$ cat config.mk
export PLATFORM = sky130hd
export DESIGN_NAME = adrp_ctrl
export DESIGN_NICKNAME = d
export VERILOG_FILES = /design/src/rtl/adrp_pkg.sv /design/src/rtl/adrp_ctrl.sv
export SDC_FILE = /design/constraint.sdc
export NUM_CORES = 1
export LEC_CHECK = 0
export BUFFER_PORTS_ARGS = -buffer_cell sky130_fd_sc_hd__buf_2
export CORE_ASPECT_RATIO = 2
export CORE_MARGIN = 5
export CORE_UTILIZATION = 30
export DETAILED_ROUTE_END_ITERATION = 7
export GPL_ROUTABILITY_DRIVEN = 0
export PLACE_DENSITY = 0.56
export SYNTH_ARGS = -nofsm -noshare
export SYNTH_HDL_FRONTEND = slang
export SYNTH_SLANG_ARGS = --single-unit
$ cat constraint.sdc
create_clock -name i_clk -period 5.9 [get_ports i_clk]
set_clock_uncertainty 0.1 [all_clocks]
set_input_delay 1.18 -clock i_clk [delete_from_list [all_inputs] [get_ports i_clk]]
set_output_delay 1.18 -clock i_clk [all_outputs]
set_load 0.01 [all_outputs]
$ cat src/rtl/adrp_pkg.sv
// Shared types, constants and helper functions of the axis drag ray projection block.
package adrp_pkg;

    // Coordinate format and derived widths.
    localparam int COORD_W    = 32;
    localparam int FRAC_BITS  = 16;
    localparam int EPS_W      = 31;
    localparam int WIDE_W     = 3 * COORD_W + 8;
    localparam int DEN_W      = 2 * COORD_W + 4;
    localparam int DIG_W      = 8;
    localparam int MUL_DIGITS = COORD_W / DIG_W;
    localparam int MCNT_W     = $clog2(MUL_DIGITS + 1);
    localparam int DCNT_W     = $clog2(WIDE_W + 1);
    localparam int CFG_IDX_W  = 3;
    localparam int STEP_W     = 4;

    typedef logic signed [COORD_W-1:0] t_coord;
    typedef logic signed [WIDE_W-1:0]  t_wide;

    // Axis codes.
    localparam logic [1:0] AXIS_X    = 2'd0;
    localparam logic [1:0] AXIS_Y    = 2'd1;
    localparam logic [1:0] AXIS_Z    = 2'd2;
    localparam logic [1:0] AXIS_NONE = 2'd3;

    // Configuration register indexes.
    localparam logic [CFG_IDX_W-1:0] CFG_EPSILON = 3'd0;
    localparam logic [CFG_IDX_W-1:0] CFG_CAMERA  = 3'd1;
    localparam logic [CFG_IDX_W-1:0] CFG_LOOK_X  = 3'd2;
    localparam logic [CFG_IDX_W-1:0] CFG_LOOK_Y  = 3'd3;
    localparam logic [CFG_IDX_W-1:0] CFG_LOOK_Z  = 3'd4;

    // Multiply sequence landmarks.
    localparam logic [STEP_W-1:0] STEP_LINE_LAST = 4'd7;
    localparam logic [STEP_W-1:0] STEP_CAM_FIRST = 4'd8;
    localparam logic [STEP_W-1:0] STEP_CAM_LAST  = 4'd14;

    typedef enum logic [1:0] {
        MODE_BEGIN     = 2'd0,
        MODE_APPLY     = 2'd1,
        MODE_END       = 2'd2,
        MODE_SET_PIVOT = 2'd3
    } t_mode;

    typedef enum logic [1:0] {
        STAT_OK          = 2'd0,
        STAT_NOT_DRAG    = 2'd1,
        STAT_NO_SOLUTION = 2'd2
    } t_status;

    typedef enum logic [1:0] {ASRC_W, ASRC_X, ASRC_Q, ASRC_D} t_asrc;
    typedef enum logic {BSRC_D, BSRC_L} t_bsrc;
    typedef enum logic [2:0] {MDST_S, MDST_X, MDST_N, MDST_P, MDST_Q} t_mdst;
    typedef enum logic [1:0] {MACC_SET, MACC_ADD, MACC_SUB} t_macc;

    typedef struct packed {
        t_asrc      a_src;
        logic [1:0] a_idx;
        t_bsrc      b_src;
        logic [1:0] b_idx;
        t_mdst      dst;
        t_macc      acc;
    } t_mcmd;

    typedef enum logic [3:0] {
        DP_NOP, DP_CAPTURE, DP_START, DP_PREP, DP_MUL, DP_DIV,
        DP_SUB_WK, DP_SET_PARAM, DP_APPLY, DP_END, DP_SET_PIVOT
    } t_dp_op;

    typedef struct packed {
        t_dp_op     op;
        t_mcmd      mul;
        logic [1:0] k;
        logic       div_cam;
    } t_dp_cmd;

    typedef struct packed {
        logic mul_done;
        logic div_done;
        logic line_ok;
        logic cam_ok;
    } t_dp_stat;

    typedef struct packed {
        logic [EPS_W-1:0] epsilon;
        logic             camera_present;
        t_coord           look_x;
        t_coord           look_y;
        t_coord           look_z;
    } t_cfg;

    typedef struct packed {
        t_coord ray_origin_x;
        t_coord ray_origin_y;
        t_coord ray_origin_z;
        t_coord ray_dir_x;
        t_coord ray_dir_y;
        t_coord ray_dir_z;
        t_coord pivot_in_x;
        t_coord pivot_in_y;
        t_coord pivot_in_z;
    } t_ray_item;

    typedef enum logic [3:0] {
        CS_IDLE, CS_DECODE, CS_PREP, CS_MUL_GO, CS_MUL_WAIT, CS_CHK_LINE,
        CS_CHK_CAM, CS_DIV_WAIT, CS_FIX_T, CS_COMMIT, CS_DONE
    } t_ctrl_state;

    // Saturate a wide value to the coordinate range.
    function automatic t_coord f_sat(t_wide v);
        t_coord cmax;
        t_coord cmin;
        cmax = {1'b0, {(COORD_W-1){1'b1}}};
        cmin = {1'b1, {(COORD_W-1){1'b0}}};
        if (v > t_wide'(cmax)) begin
            return cmax;
        end else if (v < t_wide'(cmin)) begin
            return cmin;
        end
        return v[COORD_W-1:0];
    endfunction

    function automatic t_mcmd f_mc(t_asrc as, logic [1:0] ai, t_bsrc bs, logic [1:0] bi,
                                   t_mdst d, t_macc ac);
        t_mcmd m;
        m.a_src = as;
        m.a_idx = ai;
        m.b_src = bs;
        m.b_idx = bi;
        m.dst   = d;
        m.acc   = ac;
        return m;
    endfunction

    // Multiply program: closest point terms first, then the camera plane terms.
    function automatic t_mcmd f_step(logic [STEP_W-1:0] step, logic [1:0] k);
        logic [1:0] i1;
        logic [1:0] i2;
        t_mcmd      m;
        i1 = (k == AXIS_X) ? AXIS_Y : AXIS_X;
        i2 = (k == AXIS_Z) ? AXIS_Y : AXIS_Z;
        case (step)
            4'd0:    m = f_mc(ASRC_D, i1, BSRC_D, i1, MDST_S, MACC_SET);
            4'd1:    m = f_mc(ASRC_D, i2, BSRC_D, i2, MDST_S, MACC_ADD);
            4'd2:    m = f_mc(ASRC_W, i1, BSRC_D, k,  MDST_X, MACC_SET);
            4'd3:    m = f_mc(ASRC_W, k,  BSRC_D, i1, MDST_X, MACC_SUB);
            4'd4:    m = f_mc(ASRC_X, i1, BSRC_D, i1, MDST_N, MACC_SET);
            4'd5:    m = f_mc(ASRC_W, i2, BSRC_D, k,  MDST_X, MACC_SET);
            4'd6:    m = f_mc(ASRC_W, k,  BSRC_D, i2, MDST_X, MACC_SUB);
            4'd7:    m = f_mc(ASRC_X, i2, BSRC_D, i2, MDST_N, MACC_ADD);
            4'd8:    m = f_mc(ASRC_D, AXIS_X, BSRC_L, AXIS_X, MDST_P, MACC_SET);
            4'd9:    m = f_mc(ASRC_D, AXIS_Y, BSRC_L, AXIS_Y, MDST_P, MACC_ADD);
            4'd10:   m = f_mc(ASRC_D, AXIS_Z, BSRC_L, AXIS_Z, MDST_P, MACC_ADD);
            4'd11:   m = f_mc(ASRC_W, AXIS_X, BSRC_L, AXIS_X, MDST_Q, MACC_SET);
            4'd12:   m = f_mc(ASRC_W, AXIS_Y, BSRC_L, AXIS_Y, MDST_Q, MACC_ADD);
            4'd13:   m = f_mc(ASRC_W, AXIS_Z, BSRC_L, AXIS_Z, MDST_Q, MACC_ADD);
            4'd14:   m = f_mc(ASRC_Q, k,  BSRC_D, k,  MDST_X, MACC_SET);
            default: m = f_mc(ASRC_D, i1, BSRC_D, i1, MDST_S, MACC_SET);
        endcase
        return m;
    endfunction

endpackage

$ cat src/rtl/adrp_ctrl.sv
// Controller: sequences capture for each drag event, and multiplies, divide and commit for begin and apply.
module adrp_ctrl (
    input  logic               i_clk,
    input  logic               i_rst_n,
    input  logic               i_in_valid,
    input  logic [1:0]         i_mode,
    input  logic [1:0]         i_axis,
    input  logic               i_out_free,
    input  logic               i_camera_present,
    input  adrp_pkg::t_dp_stat i_stat,
    output adrp_pkg::t_dp_cmd  o_cmd,
    output logic               o_in_ready,
    output logic               o_out_load,
    output adrp_pkg::t_status  o_status
);

    adrp_pkg::t_ctrl_state              r_state, n_state;
    logic [1:0]                         r_mode, n_mode;
    logic [1:0]                         r_axis, n_axis;
    logic [1:0]                         r_k, n_k;
    logic [adrp_pkg::STEP_W-1:0]        r_step, n_step;
    logic                               r_cam, n_cam;
    logic                               r_dragging, n_dragging;
    logic [1:0]                         r_drag_axis, n_drag_axis;
    adrp_pkg::t_status                  r_status, n_status;

    // State register.
    always_ff @(posedge i_clk) begin
        if (!i_rst_n) begin
            r_state     <= adrp_pkg::CS_IDLE;
            r_mode      <= adrp_pkg::MODE_BEGIN;
            r_axis      <= adrp_pkg::AXIS_NONE;
            r_k         <= adrp_pkg::AXIS_X;
            r_step      <= '0;
            r_cam       <= 1'b0;
            r_dragging  <= 1'b0;
            r_drag_axis <= adrp_pkg::AXIS_NONE;
            r_status    <= adrp_pkg::STAT_OK;
        end else begin
            r_state     <= n_state;
            r_mode      <= n_mode;
            r_axis      <= n_axis;
            r_k         <= n_k;
            r_step      <= n_step;
            r_cam       <= n_cam;
            r_dragging  <= n_dragging;
            r_drag_axis <= n_drag_axis;
            r_status    <= n_status;
        end
    end

    // Next state and datapath commands.
    always_comb begin
        n_state     = r_state;
        n_mode      = r_mode;
        n_axis      = r_axis;
        n_k         = r_k;
        n_step      = r_step;
        n_cam       = r_cam;
        n_dragging  = r_dragging;
        n_drag_axis = r_drag_axis;
        n_status    = r_status;
        o_cmd.op      = adrp_pkg::DP_NOP;
        o_cmd.mul     = adrp_pkg::f_step(r_step, r_k);
        o_cmd.k       = r_k;
        o_cmd.div_cam = r_cam;
        o_in_ready    = 1'b0;
        o_out_load    = 1'b0;
        unique case (r_state)
            adrp_pkg::CS_IDLE: begin
                o_in_ready = 1'b1;
                if (i_in_valid) begin
                    o_cmd.op = adrp_pkg::DP_CAPTURE;
                    n_mode   = i_mode;
                    n_axis   = i_axis;
                    n_state  = adrp_pkg::CS_DECODE;
                end
            end
            adrp_pkg::CS_DECODE: begin
                n_status = adrp_pkg::STAT_OK;
                n_state  = adrp_pkg::CS_DONE;
                unique case (r_mode)
                    adrp_pkg::MODE_BEGIN: begin
                        if (r_axis == adrp_pkg::AXIS_NONE) begin
                            n_status = adrp_pkg::STAT_NOT_DRAG;
                        end else begin
                            o_cmd.op    = adrp_pkg::DP_START;
                            n_drag_axis = r_axis;
                            n_k         = r_axis;
                            n_state     = adrp_pkg::CS_PREP;
                        end
                    end
                    adrp_pkg::MODE_APPLY: begin
                        if (!r_dragging || r_drag_axis == adrp_pkg::AXIS_NONE) begin
                            n_status = adrp_pkg::STAT_NOT_DRAG;
                        end else begin
                            n_k     = r_drag_axis;
                            n_state = adrp_pkg::CS_PREP;
                        end
                    end
                    adrp_pkg::MODE_END: begin
                        o_cmd.op    = adrp_pkg::DP_END;
                        n_dragging  = 1'b0;
                        n_drag_axis = adrp_pkg::AXIS_NONE;
                    end
                    default: begin
                        o_cmd.op = adrp_pkg::DP_SET_PIVOT;
                    end
                endcase
            end
            adrp_pkg::CS_PREP: begin
                o_cmd.op = adrp_pkg::DP_PREP;
                n_step   = '0;
                n_state  = adrp_pkg::CS_MUL_GO;
            end
            adrp_pkg::CS_MUL_GO: begin
                o_cmd.op = adrp_pkg::DP_MUL;
                n_state  = adrp_pkg::CS_MUL_WAIT;
            end
            adrp_pkg::CS_MUL_WAIT: begin
                if (i_stat.mul_done) begin
                    if (r_step == adrp_pkg::STEP_LINE_LAST) begin
                        n_state = adrp_pkg::CS_CHK_LINE;
                    end else if (r_step == adrp_pkg::STEP_CAM_LAST) begin
                        n_state = adrp_pkg::CS_CHK_CAM;
                    end else begin
                        n_step  = r_step + 1'b1;
                        n_state = adrp_pkg::CS_MUL_GO;
                    end
                end
            end
            adrp_pkg::CS_CHK_LINE: begin
                if (i_stat.line_ok) begin
                    o_cmd.op      = adrp_pkg::DP_DIV;
                    o_cmd.div_cam = 1'b0;
                    n_cam         = 1'b0;
                    n_state       = adrp_pkg::CS_DIV_WAIT;
                end else if (i_camera_present) begin
                    n_step  = adrp_pkg::STEP_CAM_FIRST;
                    n_state = adrp_pkg::CS_MUL_GO;
                end else begin
                    n_status = adrp_pkg::STAT_NO_SOLUTION;
                    n_state  = adrp_pkg::CS_DONE;
                end
            end
            adrp_pkg::CS_CHK_CAM: begin
                if (i_stat.cam_ok) begin
                    o_cmd.op      = adrp_pkg::DP_DIV;
                    o_cmd.div_cam = 1'b1;
                    n_cam         = 1'b1;
                    n_state       = adrp_pkg::CS_DIV_WAIT;
                end else begin
                    n_status = adrp_pkg::STAT_NO_SOLUTION;
                    n_state  = adrp_pkg::CS_DONE;
                end
            end
            adrp_pkg::CS_DIV_WAIT: begin
                if (i_stat.div_done) begin
                    n_state = r_cam ? adrp_pkg::CS_FIX_T : adrp_pkg::CS_COMMIT;
                end
            end
            adrp_pkg::CS_FIX_T: begin
                o_cmd.op = adrp_pkg::DP_SUB_WK;
                n_state  = adrp_pkg::CS_COMMIT;
            end
            adrp_pkg::CS_COMMIT: begin
                if (r_mode == adrp_pkg::MODE_BEGIN) begin
                    o_cmd.op   = adrp_pkg::DP_SET_PARAM;
                    n_dragging = 1'b1;
                end else begin
                    o_cmd.op = adrp_pkg::DP_APPLY;
                end
                n_state = adrp_pkg::CS_DONE;
            end
            adrp_pkg::CS_DONE: begin
                if (i_out_free) begin
                    o_out_load = 1'b1;
                    n_state    = adrp_pkg::CS_IDLE;
                end
            end
            default: begin
                n_state = adrp_pkg::CS_IDLE;
            end
        endcase
    end

    assign o_status = r_status;

endmodule

==> impl_metrics.toml, run 1 <==
[layout]
final_core_util = 0.354
n_antenna_cell = 0
area_delta_synth_final_pct = 14.0
nets = 286
drive_gt1_frac = 0.206
fin_area_mm2 = 0.00204

[logic_synthesis]
syn-num-nets = 269
synth_area_mm2 = 0.00179
syn_inst = 251
synth_ff_type = "dfxtp_1"
async_flop_share = 0
yosysSeqAreaShare = 0.224
synth_edf_count = 0
synth-seq-cells = 20
ys_types = 58
ys_warn_count = 0
syn_avg_cell_area_um2 = 7.12

[setup_path]
reg2reg_to = "r_step[3]$_SDFFE_PN0P_"
critPathBufInv = 2
reg2reg_from = "r_state[2]$_SDFFE_PN0P_"
worstSetupStartpoint = "r_step[1]$_SDFFE_PN0P_"
endpoint = "o_cmd[8]"
worstPathRequired_ns = 4.62
max_stage_delay_ns = 0.48
crit_chain = "inv_1 > ha_1 > nor2_2 > a21oi_1 > or3_1 > or4_1 > o211ai_1 > buf_2"
worstSetupEndpointType = "primary output"
arrival_ns = 2.55
crit_cells = 8
r2r_slack_ns = 3.56
worst_r2r_path_depth = 5
worstSetupPathType = "reg -> out"
critical-path-top-delay-family = "simple AND/OR/NAND/NOR gates"
crit_fanout = 11
cp_slowest_cell = "or3_1"
cp-start-kind = "flop"

[timing]
finalHoldViolations = 0
setup_viol = 0
maxSlewHeadroom = 0.500
tightest_slew_ns = 0.749
post-route-period-util = 0.650
grt_setup_unrepaired = "false"
period_minus_slack_ns = 3.83
fmax_mhz = 261
report.final.slew_viol_count = 0
fin_tns_setup_ns = 0

[routing]
vias = 1866
post_drt_wl_per_cell_um = 15.9
met1Wirelength_um = 2080
drtAntennaViolNets = 0
wl_met3_um = 162
wl_um = 5230
drcViolationCount = 0
drt_first_iter_violations = 111
wl_met2_um = 2750
highest_layer = "met4"
drtPass1Iterations = 4
via_per_inst = 5.69

[place]
dpl_cell_area_mm2 = 0.00193
dp_hpwl_um = 4010
numPortBuffers = 35

[floorplanning]
die_area_mm2 = 0.00769
die_w_um = 64.6
io_pins = 36
start_util = 0.310
die_h_um = 119
rows = 39
core_area_mm2 = 0.00576

[clocking]
htree_levels = 1
numCtsBuffers = 3
cts-root-buf = "clkbuf_16"
ctsHoldBuffers = 0
cts.sinks = 20
clk_pin_slew_ns = 0.06
worstSkewPairLatency_ns = 0.25
post_cts_resize_count = 0
post_cts_buffers = 0
cts_tree = "done"
clockBufferDepth = 2

[outcome]
status = "complete, no violations"

[grt]
grt_pass1_wl_um = 8710
grt_remaining_overflow = 0
grt_pass1_vias = 1813
antenna_found_initial = 0
grt_max_degree = 26
grtUsageTotal = 0.139

[min_path]
hold_path.class = "reg -> reg"

[power_and_ir_drop]
ir_drop_mv = 0.179
power_mw = 0.772
power.density_mw_per_mm2 = 379
p_leak_nw = 0.815

[job]
max_cap_violations = 0
## worst reg2reg max path, stage by stage, from the launching register on
cell	delay (ns)
dfxtp_1	0.73
or4b_4	0.59
o32ai_4	0.35
nor3_2	0.14
a21boi_1	0.18
o31ai_2	0.17
## registers in the layout (all words and copies together) (netlist names)
| signal | flops |
|---|---|
| o_status | 2 |
| r_axis | 2 |
| r_cam | 1 |
| r_drag_axis | 2 |
| r_dragging | 1 |
| r_k | 2 |
| r_mode | 2 |
| r_state | 4 |
| r_step | 4 |
## placed cells by master, fill, tap and decap left out, types with 2 or more instances in the layout
cell | synthesis | routed
or3_1 | 4 | 4
inv_1 | 10 | 10
nand4_1 | 4 | 4
nor3b_1 | 3 | 3
a21oi_1 | 23 | 23
nor3_2 | 3 | 3
dfxtp_1 | 20 | 20
mux2i_1 | 4 | 4
nor4_1 | 2 | 2
nand3_1 | 15 | 15
o211ai_1 | 2 | 2
ha_1 | 5 | 5
nand2b_1 | 9 | 9
nand2_1 | 20 | 20
a211oi_1 | 2 | 2
nor2_1 | 22 | 22
mux2_2 | 2 | 2
a22oi_1 | 2 | 2
clkbuf_16 | 0 | 3
a31oi_1 | 3 | 3
o21ai_0 | 21 | 21
nor3_1 | 4 | 4
o221ai_1 | 2 | 2
nor2b_1 | 6 | 6
o22ai_1 | 2 | 2
or2_2 | 3 | 3
o31ai_1 | 6 | 6
nand3b_1 | 2 | 2
buf_2 | 4 | 35
## per-layer routing
metal | track usage | vias up
met5 | 0 | -
met4 | 0.0887 | 0
met3 | 0.00942 | 15
met2 | 0.253 | 49
met1 | 0.152 | 856
li1 | - | 946
## cell type report
| cell class | count | area (um2) |
|---|---|---|
| Tap cell | 61 | 76.3 |
| Fill cell | 647 | 3720 |
| Clock buffer | 3 | 75.1 |
| Timing Repair Buffer | 35 | 175 |
| Multi-Input combinational cell | 197 | 1240 |
| Sequential cell | 20 | 400 |
| Clock inverter | 1 | 30.0 |
| Inverter | 11 | 41.3 |
## through the flow
step | setup slack [ns] | hold WS, ns | cells
after global routing | 1.88 | 0.395 | 328
after CTS | 2.04 | 0.361 | 328
after global placement | 2.36 | 0.352 | 324
after detailed placement | 2.33 | 0.353 | 324
final | 2.07 | 0.361 | 328
after floorplan | 2.55 | 0.337 | 251
## synthesized netlist by cell type (all sizes together) (5+ instances only)
cell type	number	area, um2
ha	5	62.6
inv	10	37.5
nand2	20	75.1
o21ai	21	105
nand2b	9	56.3
nor2	23	88.8
nand3	15	75.1
clkbuf	16	60.1
buf	7	46.3
dfxtp	20	400
o31ai	7	57.6
a21oi	23	115
nor2b	6	37.5
nor3	7	50.1
## cells by family after synthesis
| family | share of synthesized area |
|---|---|
| multiplexers | 0.0350 |
| AO/OA/AOI/OAI | 0.293 |
| adder cells (fa/ha/maj) | 0.0350 |
| AND/OR/NAND/NOR | 0.330 |
| buffers and inverters | 0.0826 |
| flip-flops | 0.224 |
## where the power goes
| group | switching, mW | internal, mW | total [mW] |
|---|---|---|---|
| Combinational | 0.183 | 0.149 | 0.332 |
| Sequential | 0.0884 | 0.165 | 0.253 |
| Clock | 0.0524 | 0.135 | 0.187 |
## worst min-delay path by stage
stage                                         end  slack, ns  depth (start not counted)                    start
after floorplan           r_dragging$_SDFFE_PN0P_       0.34                          2  r_dragging$_SDFFE_PN0P_
after global placement    r_dragging$_SDFFE_PN0P_       0.35                          2  r_dragging$_SDFFE_PN0P_
after detailed placement  r_dragging$_SDFFE_PN0P_       0.35                          2  r_dragging$_SDFFE_PN0P_
after CTS                 r_dragging$_SDFFE_PN0P_       0.36                          2  r_dragging$_SDFFE_PN0P_
after global routing      r_dragging$_SDFFE_PN0P_       0.39                          2  r_dragging$_SDFFE_PN0P_
final                     r_dragging$_SDFFE_PN0P_       0.36                          2  r_dragging$_SDFFE_PN0P_
Power figures use the tool's default switching activity.
==> inputs of run 2 (changes only) <==
Clock period 5.9 ns to 3.55 ns, I/O delays scaled along.
==> impl_metrics.toml, run 2 (synthesis gave the netlist of run 1 again) <==
[setup_path]
worstSetupPathType = "reg -> out"
critPathBufInv = 3
cp_slowest_cell = "or4_1"
worstPathRequired_ns = 2.74
worst_r2r_path_depth = 5
crit_fanout = 11
cp-start-kind = "flop"
arrival_ns = 2.57
worstSetupEndpointType = "primary output"
critical-path-top-delay-family = "simple AND/OR/NAND/NOR gates"
cp_common_cell = "inv_1"
crit_chain = "inv_1 > ha_1 > inv_1 > a21oi_1 > or3_1 > or4_1 > o211ai_1 > buf_2"
max_stage_delay_ns = 0.48
crit_cells = 8

[floorplanning]
die_area_mm2 = 0.00769
rows = 39
core_area_mm2 = 0.00576
start_util = 0.310
die_h_um = 119
io_pins = 36
die_w_um = 64.6

[timing]
fin_ws_ns = 0.169
post-route-period-util = 0.952
fmax_mhz = 296
fin_tns_setup_ns = 0
report.final.slew_viol_count = 0
setup_viol = 0
maxSlewHeadroom = 0.582
tightest_slew_ns = 0.626
grt_setup_unrepaired = "false"
finalHoldViolations = 0
period_minus_slack_ns = 3.38

[place]
dp_hpwl_um = 4210
pre_cts_slack_ns = 0.456
numPortBuffers = 35

[outcome]
status = "complete, no violations"

[grt]
antenna_found_initial = 0
grt_max_degree = 22
use_met1 = 0.144
grt_pass1_wl_um = 8810
grt_use_met2 = 0.269
grtUsageTotal = 0.142
grt_pass1_vias = 1876
grt_util_met3 = 0.0179
busiest_layer = "met2"
grt_remaining_overflow = 0

[routing]
wl_um = 5480
post_drt_wl_per_cell_um = 16.5
drt_first_iter_violations = 199
via_per_inst = 5.76
drcViolationCount = 0
drtAntennaViolNets = 0
drtPass1Iterations = 4
vias = 1913

[clocking]
cts_tree = "done"
worstSkewPairLatency_ns = 0.25
post_cts_buffers = 0
htree_levels = 1
cts-root-buf = "clkbuf_16"
post_cts_resize_count = 0
numCtsBuffers = 3
cts.sinks = 20
ctsHoldBuffers = 0
clk_pin_slew_ns = 0.06
clockBufferDepth = 2

[layout]
mostFrequentLayoutCell = "buf_2"
seq_area_um2 = 400
reg.largest.list = "r_state (4), r_step (4)"
final_cell_mix = "buf_2 (35), a21oi_1 (23), nor2_1 (22), o21ai_0 (21)"
n_antenna_cell = 0
area_delta_synth_final_pct = 15.7
multi_input_area_mm2 = 0.00124
drive_gt1_frac = 0.218
nets = 290
num-fill-cells = 630

[power_and_ir_drop]
p_leak_nw = 0.836
power.density_mw_per_mm2 = 637
ir_drop_mv = 0.264

[min_path]
worstHoldPathCells = 2
hold_path.class = "reg -> reg"

[job]
max_cap_violations = 0
[run 2: per-stage QoR]
stage               total power [mW]  utilization  cell area [um2]  instances  hold WS [ns]
global route                    1.41        0.359             2070        332         0.395
detailed placement             0.997        0.341             1960        328         0.356
global placement               0.998        0.341             1960        328         0.346
CTS                             1.32        0.359             2070        332         0.364
finish                          1.32        0.359             2070        332         0.365
floorplan                      0.834            -             1790        251         0.337
[run 2: final cells by class]
class                   instances  share of cell area
flip-flops and latches         20               0.194
inverters                      11              0.0200
clock buffers                   3              0.0363
well taps                      61              0.0369
clock inverters                 1              0.0145
repair buffers                 39              0.0993
multi-input cells             197               0.599
[run 2: routing by layer]
metal,wire [um],part of all wire
met1,2140,0.39
met2,2880,0.52
met3,204,0.037
met4,257,0.047
met5,0,0
[run 2: power by group]
part           internal, mW  switching, mW  total (mW)
logic                 0.263          0.370       0.633
registers             0.274         0.0922       0.367
clock network         0.224         0.0930       0.317
[run 2: path summary, 6_finish.rpt]
kind,startpoint,end,slack [ns]
max,r_step[0]$_SDFFE_PN0P_,o_cmd[8],0.17
min,r_dragging$_SDFFE_PN0P_,r_dragging$_SDFFE_PN0P_,0.36
max reg2reg,r_state[1]$_SDFFE_PN0P_,r_state[1]$_SDFFE_PN0P_,1.35
min reg2reg,r_dragging$_SDFFE_PN0P_,r_dragging$_SDFFE_PN0P_,0.36
[run 2: tightest hold or removal path: cells and delay by family, from the launching register on]
family             cells  cell delay, ns
DFF                    1            0.31
and+or+nand+nor        1            0.05
AOI/OAI and AO/OA      1            0.05
==> inputs of run 3 (changes only) <==
Settings changed: PLACE_DENSITY 0.56 to 0.54.
==> impl_metrics.toml, run 3 (synthesis gave the netlist of run 1 again) <==
[outcome]
status = "complete, no violations"

[setup_path]
arrival_ns = 2.54
worstSetupPathType = "reg -> out"
worstSetupEndpointType = "primary output"
reg2reg_to = "r_step[3]$_SDFFE_PN0P_"
worstPathRequired_ns = 2.74
crit_fanout = 11
cp-start-kind = "flop"
r2r_slack_ns = 1.35
reg2reg_from = "r_step[0]$_SDFFE_PN0P_"
worst_r2r_path_depth = 7

[timing]
fmax_mhz = 299
fin_tns_setup_ns = 0
finalHoldViolations = 0
grt_setup_unrepaired = "false"
whs_ns = 0.366
report.final.slew_viol_count = 0
period_minus_slack_ns = 3.35
tightest_slew_ns = 0.638
maxSlewHeadroom = 0.574
post-route-period-util = 0.942
setup_viol = 0

[clocking]
post_cts_resize_count = 0
clockBufferDepth = 2
cts.sinks = 20
numCtsBuffers = 3
post_cts_buffers = 0
cts-root-buf = "clkbuf_16"
clk_pin_slew_ns = 0.06
cts_tree = "done"
worstSkewPairLatency_ns = 0.25
ctsHoldBuffers = 0
htree_levels = 1

[floorplanning]
die_area_mm2 = 0.00769
rows = 39
die_h_um = 119
io_pins = 36
core_area_mm2 = 0.00576
die_w_um = 64.6
start_util = 0.310

[layout]
num-fill-cells = 635
mostFrequentLayoutCell = "buf_2"
final_cell_mix = "buf_2 (35), a21oi_1 (23), nor2_1 (22), o21ai_0 (21)"
n_antenna_cell = 0
fin_area_mm2 = 0.00206
reg.largest.list = "r_state (4), r_step (4)"
nets = 291
area_delta_synth_final_pct = 15.2
drive_gt1_frac = 0.221

[job]
max_cap_violations = 0

[place]
dpl_cell_area_mm2 = 0.00197
dp_hpwl_um = 4390
numPortBuffers = 35

[grt]
grt_pass1_wl_um = 9110
grt_pass1_vias = 1879
grtUsageTotal = 0.149
grt_remaining_overflow = 0
grt_max_degree = 22
antenna_found_initial = 0

[routing]
via_per_inst = 5.71
vias = 1902
drcViolationCount = 0
drtAntennaViolNets = 0
drt_first_iter_violations = 171
wl_um = 5570
post_drt_wl_per_cell_um = 16.7
drtPass1Iterations = 4

[min_path]
hp-start = "r_dragging$_SDFFE_PN0P_"
worstHoldPathCells = 2
hold_path.class = "reg -> reg"
hold_end = "r_dragging$_SDFFE_PN0P_"

[power_and_ir_drop]
p_leak_nw = 0.834
power.density_mw_per_mm2 = 609
ir_drop_mv = 0.294
==> run 3: worst max path at each step <==
stage	startpoint	endpoint	slack, ns	cells past startpoint
5_1_grt	r_step[0]$_SDFFE_PN0P_	o_cmd[8]	0.02	8
6_report	r_step[1]$_SDFFE_PN0P_	o_cmd[8]	0.20	8
3_5_place_dp	r_step[1]$_SDFFE_PN0P_	o_cmd[8]	0.49	8
2_1_floorplan	r_step[1]$_SDFFE_PN0P_	o_cmd[8]	0.67	8
4_1_cts	r_step[0]$_SDFFE_PN0P_	o_cmd[8]	0.21	8
3_3_place_gp	r_step[0]$_SDFFE_PN0P_	o_cmd[8]	0.52	8
==> run 3: power by group <==
| group | leakage (nW) | total, mW | internal, mW | switching, mW |
|---|---|---|---|---|
| clock network | 0.0442 | 0.256 | 0.172 | 0.0841 |
| registers | 0.163 | 0.368 | 0.274 | 0.0932 |
| logic | 0.627 | 0.630 | 0.263 | 0.367 |
| total | 0.834 | 1.25 | 0.709 | 0.544 |
==> run 3: final cells by class <==
type	instances	area, um2	area share
repair buffers	40	213	0.103
multi-input cells	197	1240	0.602
clock buffers	4	88.8	0.0432
flip-flops and latches	20	400	0.195
inverters	11	41.3	0.0201
well taps	61	76.3	0.0371
==> run 3: routing by layer <==
layer / part of all wire / global-route usage / vias up
li1: - / - / 960
met5: 0 / 0 / -
met2: 0.56 / 0.288 / 41
met3: 0.024 / 0.0132 / 8
met4: 0.024 / 0.0675 / 0
met1: 0.39 / 0.156 / 893
==> run 3: metrics by stage <==
stage / instances / util / setup slack, ns / power (mW)
final: 333 / 0.357 / 0.205 / 1.25
after global routing: 333 / 0.357 / 0.0171 / 1.36
after CTS: 333 / 0.357 / 0.206 / 1.26
after detailed placement: 329 / 0.342 / 0.487 / 1.00
after global placement: 329 / 0.342 / 0.522 / 1.00
after floorplan: 251 / - / 0.673 / 0.834
==> run 3: worst max-delay path, cell delays in order (launching register included) <==
cell	delay (ns)
dfxtp_1	0.39
inv_1	0.10
ha_1	0.32
nor2_2	0.17
a21oi_1	0.11
or3_1	0.45
or4_1	0.48
o211ai_1	0.10
buf_2	0.15
